File: config.mk
export PLATFORM = sky130hd
export DESIGN_NAME = binary_content_detector_top
export DESIGN_NICKNAME = d
export VERILOG_FILES = /design/src/sv/bcd_pkg.sv /design/src/sv/bcd_front.sv /design/src/sv/bcd_queue.sv /design/src/sv/bcd_back.sv /design/src/sv/binary_content_detector_top.sv
export SDC_FILE = /design/constraint.sdc
export NUM_CORES = 1
export LEC_CHECK = 0
export BUFFER_PORTS_ARGS = -buffer_cell sky130_fd_sc_hd__buf_2
export CAP_MARGIN = 10
export CORE_MARGIN = 1.5
export CORE_UTILIZATION = 45
export DETAILED_ROUTE_END_ITERATION = 6
export GPL_TIMING_DRIVEN = 0
export RECOVER_POWER = 100
export SYNTH_ARGS = -nofsm -noshare
export SYNTH_HDL_FRONTEND = slang
export SYNTH_SLANG_ARGS = --single-unit
File: constraint.sdc
create_clock -name i_clk -period 7.7 [get_ports i_clk]
set_input_delay 0.77 -clock i_clk [delete_from_list [all_inputs] [get_ports i_clk]]
set_output_delay 0.77 -clock i_clk [all_outputs]
set_load 0.01 [all_outputs]
File: src/sv/bcd_pkg.sv
package bcd_pkg;

    localparam int LEN_W = 11;
    localparam int LIM_W = 7;
    localparam int IDX_W = 10;
    // (limit + 1) * length, and suspicious * 100, share this width
    localparam int T_W = LIM_W + 1 + LEN_W;

    localparam logic [LEN_W-1:0] MAX_SCAN = 11'd1024;
    localparam int FIFO_DEPTH = 2;

    localparam logic [LEN_W-1:0] MIN_RESET = 11'd32;
    localparam logic [LIM_W-1:0] LIM_RESET = 7'd10;

    localparam logic CFG_MIN_IDX = 1'b0;
    localparam logic CFG_LIM_IDX = 1'b1;

    localparam logic [T_W-1:0] PCT_SCALE = 19'd100;

    localparam logic [7:0] BOM_B0 = 8'hEF;
    localparam logic [7:0] BOM_B1 = 8'hBB;
    localparam logic [7:0] BOM_B2 = 8'hBF;
    localparam logic [1:0] BOM_FAIL = 2'd3;

    localparam logic [7:0] CONT_LIMIT = 8'd192;
    localparam logic [7:0] LEAD2_HI = 8'd223;
    localparam logic [7:0] LEAD3_LO = 8'd224;
    localparam logic [7:0] LEAD3_HI = 8'd239;
    localparam logic [7:0] CTRL_LO = 8'd7;
    localparam logic [7:0] CTRL_HI = 8'd14;
    localparam logic [7:0] PRINT_LO = 8'd32;
    localparam logic [7:0] PRINT_HI = 8'd127;

    typedef enum logic [2:0] {
        CAUSE_BOM        = 3'd0,
        CAUSE_NULL       = 3'd1,
        CAUSE_EARLY      = 3'd2,
        CAUSE_FINAL_BIN  = 3'd3,
        CAUSE_FINAL_TEXT = 3'd4
    } t_cause;

    typedef enum logic [3:0] {
        UTF_NONE = 4'b0001,
        UTF_C2   = 4'b0010,
        UTF_C3A  = 4'b0100,
        UTF_C3B  = 4'b1000
    } t_utf;

    typedef struct packed {
        logic [7:0]       data_byte;
        logic [LEN_W-1:0] scan_length;
    } t_in_word;

    typedef struct packed {
        logic             verdict;
        t_cause           decision_cause;
        logic [IDX_W-1:0] decision_index;
    } t_out_word;

    // one classified byte, front to back
    typedef struct packed {
        logic             is_null;
        logic             is_susp;
        logic             hi;        // >= 192
        logic             lead2_ok;  // 2-byte lead with room for its tail
        logic             lead3_ok;
        logic             bom_hit;
        logic             pos_lt3;
        logic [1:0]       pos_lo;
        logic [IDX_W-1:0] pos_idx;
        logic             last;
        logic             len_ge3;
        logic             early_ok;
        logic [T_W-1:0]   thresh;
    } t_cls;

    function automatic logic [7:0] bom_byte(input logic [1:0] pos);
        logic [7:0] r;
        case (pos)
            2'd0:    r = BOM_B0;
            2'd1:    r = BOM_B1;
            2'd2:    r = BOM_B2;
            default: r = 8'd0;
        endcase
        return r;
    endfunction

endpackage

File: src/sv/bcd_front.sv
module bcd_front (
    input  logic                                i_clk,
    input  logic                                i_rst_n,
    input  logic                                i_cfg_we,
    input  logic                                i_cfg_idx,
    input  logic [bcd_pkg::LEN_W-1:0]           i_cfg_data,
    input  logic                                i_in_valid,
    output logic                                o_in_stall,
    input  bcd_pkg::t_in_word                   i_in_data,
    input  logic                                i_q_full,
    output logic                                o_push,
    output bcd_pkg::t_cls                       o_cls
);

    localparam int LEN_W = bcd_pkg::LEN_W;
    localparam int LIM_W = bcd_pkg::LIM_W;
    localparam int T_W   = bcd_pkg::T_W;

    logic [LEN_W-1:0] r_min;
    logic [LIM_W-1:0] r_limit;
    logic [LEN_W-1:0] r_pos;
    logic [LEN_W-1:0] n_pos;

    logic [LEN_W-1:0] len_c;
    logic [LEN_W-1:0] len;
    logic [LEN_W:0]   pos1;
    logic [LEN_W:0]   pos2;
    logic [7:0]       b;
    logic [LIM_W:0]   lim1;
    logic             last;

    always_ff @(posedge i_clk) begin
        if (!i_rst_n) begin
            r_min   <= bcd_pkg::MIN_RESET;
            r_limit <= bcd_pkg::LIM_RESET;
        end else if (i_cfg_we) begin
            case (i_cfg_idx)
                bcd_pkg::CFG_MIN_IDX: r_min   <= i_cfg_data;
                bcd_pkg::CFG_LIM_IDX: r_limit <= i_cfg_data[LIM_W-1:0];
                default: ;
            endcase
        end
    end

    assign o_in_stall = i_q_full;
    assign o_push     = i_in_valid && !i_q_full;

    always_comb begin
        b     = i_in_data.data_byte;
        len_c = (i_in_data.scan_length > bcd_pkg::MAX_SCAN) ? bcd_pkg::MAX_SCAN
                                                            : i_in_data.scan_length;
        len   = (len_c == '0) ? LEN_W'(1) : len_c;
        pos1  = {1'b0, r_pos} + (LEN_W+1)'(1);
        pos2  = {1'b0, r_pos} + (LEN_W+1)'(2);
        last  = pos1 >= {1'b0, len};
        lim1  = {1'b0, r_limit} + (LIM_W+1)'(1);

        o_cls.is_null  = (b == 8'd0);
        o_cls.is_susp  = (b < bcd_pkg::CTRL_LO || b > bcd_pkg::CTRL_HI) &&
                         (b < bcd_pkg::PRINT_LO || b > bcd_pkg::PRINT_HI);
        o_cls.hi       = (b >= bcd_pkg::CONT_LIMIT);
        o_cls.lead2_ok = (b >= bcd_pkg::CONT_LIMIT) && (b <= bcd_pkg::LEAD2_HI) &&
                         (pos1 < {1'b0, len});
        o_cls.lead3_ok = (b >= bcd_pkg::LEAD3_LO) && (b <= bcd_pkg::LEAD3_HI) &&
                         (pos2 < {1'b0, len});
        o_cls.pos_lt3  = (r_pos < LEN_W'(3));
        o_cls.pos_lo   = r_pos[1:0];
        o_cls.bom_hit  = (b == bcd_pkg::bom_byte(r_pos[1:0]));
        o_cls.pos_idx  = r_pos[bcd_pkg::IDX_W-1:0];
        o_cls.last     = last;
        o_cls.len_ge3  = (len >= LEN_W'(3));
        o_cls.early_ok = (r_pos >= r_min);
        // binary when suspicious*100 >= (limit+1)*length
        o_cls.thresh   = T_W'(lim1) * T_W'(len);

        n_pos = last ? '0 : pos1[LEN_W-1:0];
    end

    always_ff @(posedge i_clk) begin
        if (!i_rst_n) begin
            r_pos <= '0;
        end else if (o_push) begin
            r_pos <= n_pos;
        end
    end

endmodule

File: src/sv/bcd_queue.sv
module bcd_queue #(
    parameter int DEPTH = bcd_pkg::FIFO_DEPTH
) (
    input  logic          i_clk,
    input  logic          i_rst_n,
    input  logic          i_push,
    input  bcd_pkg::t_cls i_data,
    input  logic          i_pop,
    output logic          o_valid,
    output logic          o_full,
    output bcd_pkg::t_cls o_data
);

    localparam int PTR_W = (DEPTH > 1) ? $clog2(DEPTH) : 1;
    localparam int CNT_W = $clog2(DEPTH + 1);

    bcd_pkg::t_cls    r_mem [DEPTH];
    logic [PTR_W-1:0] r_wp;
    logic [PTR_W-1:0] r_rp;
    logic [CNT_W-1:0] r_cnt;

    assign o_valid = (r_cnt != '0);
    assign o_full  = (r_cnt == CNT_W'(DEPTH));
    assign o_data  = r_mem[r_rp];

    always_ff @(posedge i_clk) begin
        if (i_push) begin
            r_mem[r_wp] <= i_data;
        end
    end

    always_ff @(posedge i_clk) begin
        if (!i_rst_n) begin
            r_wp  <= '0;
            r_rp  <= '0;
            r_cnt <= '0;
        end else begin
            if (i_push) begin
                r_wp <= (r_wp == PTR_W'(DEPTH - 1)) ? '0 : r_wp + PTR_W'(1);
            end
            if (i_pop) begin
                r_rp <= (r_rp == PTR_W'(DEPTH - 1)) ? '0 : r_rp + PTR_W'(1);
            end
            case ({i_push, i_pop})
                2'b10:   r_cnt <= r_cnt + CNT_W'(1);
                2'b01:   r_cnt <= r_cnt - CNT_W'(1);
                default: r_cnt <= r_cnt;
            endcase
        end
    end

endmodule

File: src/sv/bcd_back.sv
module bcd_back (
    input  logic               i_clk,
    input  logic               i_rst_n,
    input  logic               i_q_valid,
    input  bcd_pkg::t_cls      i_cls,
    output logic               o_pop,
    output logic               o_out_valid,
    input  logic               i_out_stall,
    output bcd_pkg::t_out_word o_out_data
);

    localparam int T_W = bcd_pkg::T_W;

    logic [T_W-1:0]     r_s100;   // suspicious count times 100
    bcd_pkg::t_utf      r_utf;
    logic               r_done;
    logic [1:0]         r_bom;
    logic               r_out_valid;
    bcd_pkg::t_out_word r_out;

    logic [T_W-1:0]     n_s100;
    bcd_pkg::t_utf      n_utf;
    logic               n_done;
    logic [1:0]         n_bom;

    logic               go;
    logic               emit;
    bcd_pkg::t_out_word res;
    logic               examine;
    logic               cont_inc;
    logic               susp_inc;
    logic [T_W-1:0]     s_a;
    logic [T_W-1:0]     s_b;

    assign go          = i_q_valid && (!r_out_valid || !i_out_stall);
    assign o_pop       = go;
    assign o_out_valid = r_out_valid;
    assign o_out_data  = r_out;

    always_comb begin
        n_done   = r_done;
        n_utf    = r_utf;
        n_bom    = r_bom;
        emit     = 1'b0;
        examine  = 1'b0;
        cont_inc = 1'b0;
        susp_inc = 1'b0;
        res.verdict        = 1'b0;
        res.decision_cause = bcd_pkg::CAUSE_FINAL_TEXT;
        res.decision_index = i_cls.pos_idx;

        if (!r_done) begin
            if (i_cls.pos_lt3 && r_bom == i_cls.pos_lo) begin
                if (i_cls.bom_hit) begin
                    n_bom = i_cls.pos_lo + 2'd1;
                    if (i_cls.pos_lo == 2'd2 && i_cls.len_ge3) begin
                        emit               = 1'b1;
                        res.verdict        = 1'b0;
                        res.decision_cause = bcd_pkg::CAUSE_BOM;
                        n_utf              = bcd_pkg::UTF_NONE;
                        n_done             = 1'b1;
                    end
                end else begin
                    n_bom = bcd_pkg::BOM_FAIL;
                end
            end else if (i_cls.pos_lt3) begin
                n_bom = bcd_pkg::BOM_FAIL;
            end
        end

        if (!n_done) begin
            case (r_utf)
                bcd_pkg::UTF_C2: begin
                    cont_inc = i_cls.hi;
                    n_utf    = bcd_pkg::UTF_NONE;
                end
                bcd_pkg::UTF_C3A: begin
                    if (i_cls.hi) begin
                        cont_inc = 1'b1;
                        n_utf    = bcd_pkg::UTF_NONE;
                    end else begin
                        n_utf = bcd_pkg::UTF_C3B;
                    end
                end
                bcd_pkg::UTF_C3B: begin
                    n_utf = bcd_pkg::UTF_NONE;
                    if (i_cls.hi) begin
                        cont_inc = 1'b1;
                        examine  = 1'b1;
                    end
                end
                default: examine = 1'b1;
            endcase
        end

        // early test sees the broken-continuation count already bumped
        s_a = r_s100 + (cont_inc ? bcd_pkg::PCT_SCALE : '0);

        if (!n_done && examine) begin
            if (i_cls.early_ok && s_a >= i_cls.thresh) begin
                emit               = 1'b1;
                res.verdict        = 1'b1;
                res.decision_cause = bcd_pkg::CAUSE_EARLY;
                n_done             = 1'b1;
            end else if (i_cls.is_null) begin
                emit               = 1'b1;
                res.verdict        = 1'b1;
                res.decision_cause = bcd_pkg::CAUSE_NULL;
                n_done             = 1'b1;
            end else if (i_cls.is_susp) begin
                if (i_cls.lead2_ok) begin
                    n_utf = bcd_pkg::UTF_C2;
                end else if (i_cls.lead3_ok) begin
                    n_utf = bcd_pkg::UTF_C3A;
                end else begin
                    susp_inc = 1'b1;
                end
            end
        end

        s_b = s_a + (susp_inc ? bcd_pkg::PCT_SCALE : '0);

        if (!n_done && i_cls.last) begin
            emit   = 1'b1;
            n_done = 1'b1;
            if (s_b >= i_cls.thresh) begin
                res.verdict        = 1'b1;
                res.decision_cause = bcd_pkg::CAUSE_FINAL_BIN;
            end else begin
                res.verdict        = 1'b0;
                res.decision_cause = bcd_pkg::CAUSE_FINAL_TEXT;
            end
        end

        n_s100 = s_b;
    end

    always_ff @(posedge i_clk) begin
        if (!i_rst_n) begin
            r_s100      <= '0;
            r_utf       <= bcd_pkg::UTF_NONE;
            r_done      <= 1'b0;
            r_bom       <= 2'd0;
            r_out_valid <= 1'b0;
        end else begin
            if (go) begin
                if (i_cls.last) begin
                    r_s100 <= '0;
                    r_utf  <= bcd_pkg::UTF_NONE;
                    r_done <= 1'b0;
                    r_bom  <= 2'd0;
                end else begin
                    r_s100 <= n_s100;
                    r_utf  <= n_utf;
                    r_done <= n_done;
                    r_bom  <= n_bom;
                end
            end
            if (go && emit) begin
                r_out_valid <= 1'b1;
            end else if (!i_out_stall) begin
                r_out_valid <= 1'b0;
            end
        end
    end

    always_ff @(posedge i_clk) begin
        if (go && emit) begin
            r_out <= res;
        end
    end

endmodule

File: src/sv/binary_content_detector_top.sv
// Binary/text detector: one buffer byte per input word, with the scanned
// length repeated on every word. A buffer ends at the byte whose position
// reaches that length; the next word then starts a new buffer.
// Input channel: i_in_valid / o_in_stall / i_in_data. Output channel:
// o_out_valid / i_out_stall / o_out_data, at most one word per buffer,
// carrying verdict, cause and byte index. Bytes after a verdict are
// swallowed without output.
// Config: i_cfg_we with i_cfg_idx 0 = min bytes before early decision,
// 1 = percent limit. Write only while the block is idle.
// Throughput: one byte per cycle while o_in_stall is low. A verdict byte
// passes the queue and is registered by the back stage. The front stage
// computes the ratio threshold (one multiply) and classifies the byte; the
// back stage owns the count and UTF-8 state and the output register.
// Reset (synchronous, active low) restores default config, clears buffer
// state and empties the queue. When the receiver stalls, the output word
// holds; the FIFO_DEPTH-entry queue keeps filling, then o_in_stall rises.
module binary_content_detector_top #(
    parameter int FIFO_DEPTH = bcd_pkg::FIFO_DEPTH
) (
    input  logic                       i_clk,
    input  logic                       i_rst_n,
    input  logic                       i_cfg_we,
    input  logic                       i_cfg_idx,
    input  logic [bcd_pkg::LEN_W-1:0]  i_cfg_data,
    input  logic                       i_in_valid,
    output logic                       o_in_stall,
    input  bcd_pkg::t_in_word          i_in_data,
    output logic                       o_out_valid,
    input  logic                       i_out_stall,
    output bcd_pkg::t_out_word         o_out_data
);

    logic          push;
    logic          pop;
    logic          q_full;
    logic          q_valid;
    bcd_pkg::t_cls cls_in;
    bcd_pkg::t_cls cls_out;

    bcd_front u_front (
        .i_clk      (i_clk),
        .i_rst_n    (i_rst_n),
        .i_cfg_we   (i_cfg_we),
        .i_cfg_idx  (i_cfg_idx),
        .i_cfg_data (i_cfg_data),
        .i_in_valid (i_in_valid),
        .o_in_stall (o_in_stall),
        .i_in_data  (i_in_data),
        .i_q_full   (q_full),
        .o_push     (push),
        .o_cls      (cls_in)
    );

    bcd_queue #(
        .DEPTH (FIFO_DEPTH)
    ) u_queue (
        .i_clk   (i_clk),
        .i_rst_n (i_rst_n),
        .i_push  (push),
        .i_data  (cls_in),
        .i_pop   (pop),
        .o_valid (q_valid),
        .o_full  (q_full),
        .o_data  (cls_out)
    );

    bcd_back u_back (
        .i_clk       (i_clk),
        .i_rst_n     (i_rst_n),
        .i_q_valid   (q_valid),
        .i_cls       (cls_out),
        .o_pop       (pop),
        .o_out_valid (o_out_valid),
        .i_out_stall (i_out_stall),
        .o_out_data  (o_out_data)
    );

endmodule

==> metrics, run 1 <==
total iterations of the first detailed-routing run=6; Min-Delay Path Depth=2; count of cells along the worst register-to-register path=42; global-route total usage across every layer=0.212; port bufs=slightly below 50; Register-to-Register Setup Slack=about 160 ps; Max Clk Rate=133 MHz; clock tree from TritonCTS=built; Area growth, synth to finish=16.5%; number of hold-slack violations in the final timing report=0; final wirelength=27.5 mm; total of fill cells in the finished design=between 2000 and 2500; Sink Count=~150; final critical delay including setup and external delays=7540 ps; Synthesized Nets=approximately 1400; number of violations reported at the end of detailed-routing iteration 0=628; die height=between 150 and 200 um; P per Cell Area=215 mW/mm^2; headroom to the max-slew limit=0.391; total negative setup slack=0 ps; register area share after synthesis=0.339; Leakage Power=5.86 nW; number of warning messages in the yosys log=0; number of violations of the max-capacitance limit=0; most instantiated cells after synthesis=sky130_fd_sc_hd__nand2_1 (125), sky130_fd_sc_hd__ha_1 (119), sky130_fd_sc_hd__inv_1 (115), sky130_fd_sc_hd__edfxtp_1 (92), sky130_fd_sc_hd__nor2_1 (70); Crit path required time=between 7000 and 8000 ps; unrepaired setup endpoints after global routing=yes; area taken by flip-flops and latches=0.00395 mm^2; gr ovfl total=0; area of the die=around 0.027 mm^2; master cell of the clock root buffer=sky130_fd_sc_hd__clkbuf_16; instance count of the mapped netlist=between 1000 and 1500; Max Clock Skew=12.9 ps; horizontal die dimension=roughly 160 um; nature of the critical path startpoint=register; gpl congestion=between 0.8 and 0.9; Worst Hold Margin=around 470 ps; max-slew violations=0; cell types with the largest area share after synthesis=sky130_fd_sc_hd__edfxtp_1 (24%), sky130_fd_sc_hd__ha_1 (13%), sky130_fd_sc_hd__dfxtp_1 (10%), sky130_fd_sc_hd__fa_1 (9.3%), sky130_fd_sc_hd__nand2_1 (4.0%); largest net degree at the start of global routing=36; Crit. End Element=register; post-route DRC violation count=0; library cell occupying the most area in the post-synthesis netlist=sky130_fd_sc_hd__edfxtp_1; placed inst area=roughly 0.012 mm^2; hold bufs inserted after CTS=0; Post-layout nets=1509; placement row count=between 50 and 60; Unique masters post-synth=81; antenna viol nets, final=0; dominant cell by count in the synthesized netlist=sky130_fd_sc_hd__nand2_1; first-pass GRT wire length=about 44 mm; largest incremental delay on the critical path=360 ps; clock latency reported for the late side of the worst-skew pair=roughly 430 ps; number of synthesized flops with an enable pin=around 90; result of the run=finished clean; post-place setup slack=-1490 ps; post-synthesis area per instance=9.72 um^2; maximum clock insertion buffer count=2; transition time at the pin with the least slew margin=a little over 900 ps; largest fanout on the critical path=7; post-synth design cell area=0.0116 mm^2; share of Yosys cell area claimed by the top area cell type=0.238; Std-Cell Core Area=between 0.02 and 0.03 mm^2; final worst path period share=0.979; area used by multi-input combinational logic=~0.0074 mm^2; Reg clk slew, reported paths=roughly 70 ps; type of the most critical hold path=register to register; HPWL after detailed placement=21.2 mm; Antenna Diode Count=0; number of synthesized register bits=between 150 and 200; Arr. time, crit path=a little under 8000 ps; vias in the first global route=around 8600; via total after detailed routing=a little under 9000; final setup margin=158 ps; share of flip-flops with an asynchronous set or reset=0; antenna violations before repair=0; starting density of the core=0.461; H-tree depth reported by CTS=4; predominant post-synthesis flop cell=sky130_fd_sc_hd__edfxtp_1; via-per-instance ratio=between 5 and 6; routed wire length per instance=16.7 um; # IOs=52; critical path class=register to register; share of layout cells above drive strength 1=0.149; Slowest-stage cell, CP=sky130_fd_sc_hd__dfxtp_4; peak supply drop=about 0.17 mV; number of CTS-inserted buffers=17; area of all placed cells without fillers=approximately 0.014 mm^2; number of setup violations in the final report=0
==> critical path, delay by kind of cell (launching register included) <==
family / cells / cell delay [ps]
AO/OA/AOI/OAI: 17 / 2500
AND/OR/NAND/NOR: 11 / 1870
adder cells (fa/ha/maj): 5 / 1120
buffers and inverters: 6 / 890
flip-flops: 1 / 360
XOR/XNOR: 2 / 350
multiplexers: 1 / 320
==> flip-flops by register name, summed over array words and instances (netlist names), named ones only <==
name	flops
u_back.r_done	1
u_queue.r_mem	78
u_front.r_pos	11
u_queue.r_wp	1
u_front.r_min	11
u_back.r_s100	17
u_back.r_bom	2
u_back.r_utf	4
u_back.o_out_valid	1
u_front.r_limit	7
u_queue.r_rp	1
u_queue.r_cnt	2
u_back.o_out_data	14
==> power breakdown <==
part,switching (mW),leakage [nW],internal [mW],total [mW]
registers,0.0519,1.35,1.01,1.07
logic,0.593,4.22,0.421,1.01
clock network,0.362,0.289,0.474,0.837
total,1.01,5.86,1.91,2.92
==> area by class of cell <==
type	count	share of cell area
Multi-Input combinational cell	883	0.546
Sequential cell	151	0.291
Timing Repair Buffer	87	0.0411
Clock buffer	19	0.0335
Inverter	116	0.0321
Tap cell	330	0.0305
Buffer	44	0.0159
Clock inverter	13	0.00979
==> path summary, 6_finish.rpt <==
kind / startpoint / end
setup / recovery: register / u_back.o_out_data[10]$_DFFE_PP_
setup reg to reg: register / u_back.o_out_data[10]$_DFFE_PP_
hold / removal: u_front.r_min[1]$_SDFFE_PN0P_ / u_front.r_min[1]$_SDFFE_PN0P_
hold reg to reg: u_front.r_min[1]$_SDFFE_PN0P_ / u_front.r_min[1]$_SDFFE_PN0P_
==> cells in the final DEF (no fill, tap or decap), types with 8 or more instances in the layout <==
cell,Yosys,final
sky130_fd_sc_hd__nand2_1,125,123
sky130_fd_sc_hd__nor2_1,70,67
sky130_fd_sc_hd__o21ai_1,9,9
sky130_fd_sc_hd__fa_1,54,54
sky130_fd_sc_hd__a21oi_1,35,26
sky130_fd_sc_hd__clkbuf_1,42,43
sky130_fd_sc_hd__and2_1,22,22
sky130_fd_sc_hd__and3_1,16,12
sky130_fd_sc_hd__nor2b_1,34,33
sky130_fd_sc_hd__dfxtp_1,59,58
sky130_fd_sc_hd__nand2b_1,11,11
sky130_fd_sc_hd__o21ai_0,19,17
sky130_fd_sc_hd__mux2i_1,24,23
sky130_fd_sc_hd__a21o_1,24,24
sky130_fd_sc_hd__xor2_1,29,29
sky130_fd_sc_hd__edfxtp_1,92,92
sky130_fd_sc_hd__a22oi_1,8,8
sky130_fd_sc_hd__o21a_1,15,15
sky130_fd_sc_hd__a22o_1,8,8
sky130_fd_sc_hd__nand4_1,11,11
sky130_fd_sc_hd__xnor2_1,45,38
sky130_fd_sc_hd__nor3_1,13,12
sky130_fd_sc_hd__nor4_1,10,10
sky130_fd_sc_hd__mux2_2,11,10
sky130_fd_sc_hd__a21boi_0,25,24
sky130_fd_sc_hd__inv_1,115,115
sky130_fd_sc_hd__clkbuf_16,0,20
sky130_fd_sc_hd__ha_1,119,113
sky130_fd_sc_hd__buf_4,0,35
sky130_fd_sc_hd__buf_2,1,47
sky130_fd_sc_hd__nand3_1,45,44
==> logic make-up (layout without fill, tap and decap cells) <==
family | count (synthesis) | after routing | synth area share
adder cells (fa/ha/maj) | 173 | 173 | 0.221
buffers and inverters | 162 | 279 | 0.0530
AND/OR/NAND/NOR | 390 | 390 | 0.167
XOR/XNOR | 74 | 74 | 0.0557
multiplexers | 36 | 36 | 0.0332
AO/OA/AOI/OAI | 210 | 210 | 0.131
flip-flops | 151 | 151 | 0.339
==> routing by layer <==
metal	GRT usage	vias to the layer above	share of wire
li1	-	4385	-
met4	0.0616	0	0.017
met5	0	-	0
met2	0.340	186	0.46
met1	0.293	4231	0.48
met3	0.0359	32	0.037
==> stage by stage <==
stage,std cells,power (mW),util
3_3_place_gp,1575,2.00,0.488
4_1_cts,1633,2.91,0.530
3_5_place_dp,1577,2.02,0.490
2_1_floorplan,1196,1.75,-
6_report,1643,2.92,0.536
5_1_grt,1643,3.10,0.536
==> what timing repair did <==
action                     in CTS  in global routing
buffers inserted               25                 12
pin swaps                      31                 38
gates resized for setup        48                 15
setup endpoints to repair       4                  4
(Power assumes the default switching activity.)
==> run 2: changes to the inputs <==
==> constraint.sdc (replaced) <==
create_clock -name i_clk -period 8 [get_ports i_clk]
set_input_delay 0.8 -clock i_clk [delete_from_list [all_inputs] [get_ports i_clk]]
set_output_delay 0.8 -clock i_clk [all_outputs]
set_load 0.05 [all_outputs]
==> run 2 against run 1 <==
The flow now finishes with violations (capacitance limit, slew limit). Design area down 2.0%. Final cell count is 0.85% lower. Register-to-register slack improved by 170 ps. Core utilization down 1.1 points. Critical path depth down 6. Global-route usage decreased by 0.11 points. Worst hold slack better by 5.5 ps. Sequential cell count stayed put. Die area stayed put. Clock skew grew 3.1 ps. Highest routed layer unchanged.
==> metrics, run 2 (synthesis gave the netlist of run 1 again) <==
result of the run=finished, violations left; failing checks=capacitance limit, slew limit; number of setup violations in the final report=0; most common library cell in the layout ignoring fill and taps=sky130_fd_sc_hd__nand2_1; Antenna Diode Count=0; gpl congestion=~0.9; hold path endpoint=u_front.r_min[8]$_SDFFE_PN0P_; Worst path most repeated cell=sky130_fd_sc_hd__ha_4; largest fanout on the critical path=11; Min-Delay Path Depth=2; hold_sp=u_front.r_min[8]$_SDFFE_PN0P_; Arr. time, crit path=between 7000 and 8000 ps; cell family contributing the most delay on the critical path=compound AO/OA/AOI/OAI gates; final setup margin=approximately 330 ps; Sink Count=roughly 150; critical path class=register to register; clock latency reported for the late side of the worst-skew pair=430 ps; P per Cell Area=215 mW/mm^2; die height=164 um; Crit path required time=between 8000 and 9000 ps; Crit. End Element=register; number of buffers and inverters on the critical path=4; horizontal die dimension=approximately 160 um; type of the most critical hold path=register to register; first-pass GRT wire length=approximately 44 mm; post-place setup slack=-1600 ps; # IOs=52; H-tree depth reported by CTS=4; number of violations reported at the end of detailed-routing iteration 0=between 500 and 600; antenna viol nets, final=0; Std-Cell Core Area=between 0.02 and 0.03 mm^2; clock tree from TritonCTS=built; transition time at the pin with the least slew margin=2150 ps; total of fill cells in the finished design=about 2400; largest incremental delay on the critical path=~580 ps; share of layout cells above drive strength 1=0.114; Max Clk Rate=~130 MHz; area of all placed cells without fillers=0.0133 mm^2; largest net degree at the start of global routing=38; count of cells along the worst register-to-register path=36; routed wire length per instance=16.8 um; placement row count=58; area of the die=0.0268 mm^2; gr ovfl total=0; port bufs=between 40 and 50; final critical delay including setup and external delays=between 7000 and 8000 ps; headroom to the max-slew limit=-0.436; master cell of the clock root buffer=sky130_fd_sc_hd__clkbuf_16; vias in the first global route=~8600; final worst path period share=0.959; antenna violations before repair=0; Area growth, synth to finish=14.2%; number of hold-slack violations in the final timing report=0; maximum clock insertion buffer count=2; peak supply drop=approximately 0.14 mV; hold bufs inserted after CTS=0; Max Clock Skew=approximately 16 ps; Reg clk slew, reported paths=around 70 ps; Slowest-stage cell, CP=sky130_fd_sc_hd__mux4_2; total iterations of the first detailed-routing run=5; register bank with the most flops=u_queue.r_mem; global-route total usage across every layer=0.210; Leakage Power=approximately 5.7 nW; max-slew violations=between 50 and 60; Register-to-Register Setup Slack=between 300 and 400 ps; post-route DRC violation count=0; Largest register FFs=78; RR Endpoint=u_back.o_out_data[10]$_DFFE_PP_; final wirelength=about 27 mm; via-per-instance ratio=between 5 and 6; nature of the critical path startpoint=register; placed inst area=around 0.012 mm^2; commonest cells after routing, fill and taps aside=sky130_fd_sc_hd__nand2_1 (124), sky130_fd_sc_hd__inv_1 (116), sky130_fd_sc_hd__ha_1 (112); number of CTS-inserted buffers=17; Post-layout nets=1495; via total after detailed routing=~8800; starting density of the core=0.461; HPWL after detailed placement=about 21 mm; number of violations of the max-capacitance limit=2
[run 2: through the flow]
stage | utilization | instances | setup TNS, ps | power [mW] | hold slack [ps]
final | 0.526 | 1629 | 0 | 2.86 | 471
after global routing | 0.526 | 1629 | -22.3 | 3.03 | 493
after CTS | 0.520 | 1619 | 0 | 2.88 | 474
after detailed placement | 0.489 | 1577 | -6270 | 2.02 | 463
after global placement | 0.487 | 1575 | -6160 | 2.00 | 456
after floorplan | - | 1196 | 0 | 1.76 | 443
[run 2: how the worst max path moves through the flow]
| stage | to | slack, ps | cells past startpoint |
|---|---|---|---|
| 2_1_floorplan | u_back.o_out_data[11]$_DFFE_PP_ | 20 | 39 |
| 5_1_grt | u_back.o_out_data[10]$_DFFE_PP_ | -20 | 36 |
| 3_5_place_dp | u_back.o_out_data[11]$_DFFE_PP_ | -1600 | 39 |
| 3_3_place_gp | u_back.o_out_data[11]$_DFFE_PP_ | -1580 | 39 |
| 6_report | u_back.o_out_data[10]$_DFFE_PP_ | 330 | 36 |
| 4_1_cts | u_back.o_out_data[11]$_DFFE_PP_ | 30 | 39 |
[run 2: power by group]
part	total (mW)	leakage [nW]	internal (mW)	switching [mW]
registers	1.03	1.35	0.979	0.0482
clock network	0.827	0.295	0.449	0.378
logic	1.00	4.01	0.361	0.643
[run 2: timing repair]
action / CTS / global route
endpoints found under the setup margin: 4 / 4
setup buffers: 11 / 11
pin swaps: 10 / 24
gates resized for setup: 20 / 32
[run 2: layout make-up]
type	count	area, um^2	area share
multi-input cells	883	7290	0.549
flip-flops and latches	151	3950	0.297
inverters	116	435	0.0328
clock buffers	17	425	0.0320
well taps	330	413	0.0311
repair buffers	73	385	0.0290
plain buffers	44	201	0.0152
clock inverters	15	176	0.0133
[run 2: layer usage]
layer	vias to the layer above	GRT usage	share of wire
met5	-	0	0
met4	0	0.0595	0.016
met3	28	0.0348	0.041
met2	200	0.334	0.46
met1	4205	0.296	0.48
li1	4370	-	-
[run 2: worst reg2reg max path: cells and delay by family (launching register included)]
| kind | cells | cell delay, ps |
|---|---|---|
| mux | 1 | 580 |
| flops | 1 | 330 |
| xor+xnor | 2 | 340 |
| fa+ha+maj | 5 | 1090 |
| buf+inv | 4 | 650 |
| simple gates | 9 | 1770 |
| compound gates | 15 | 2780 |
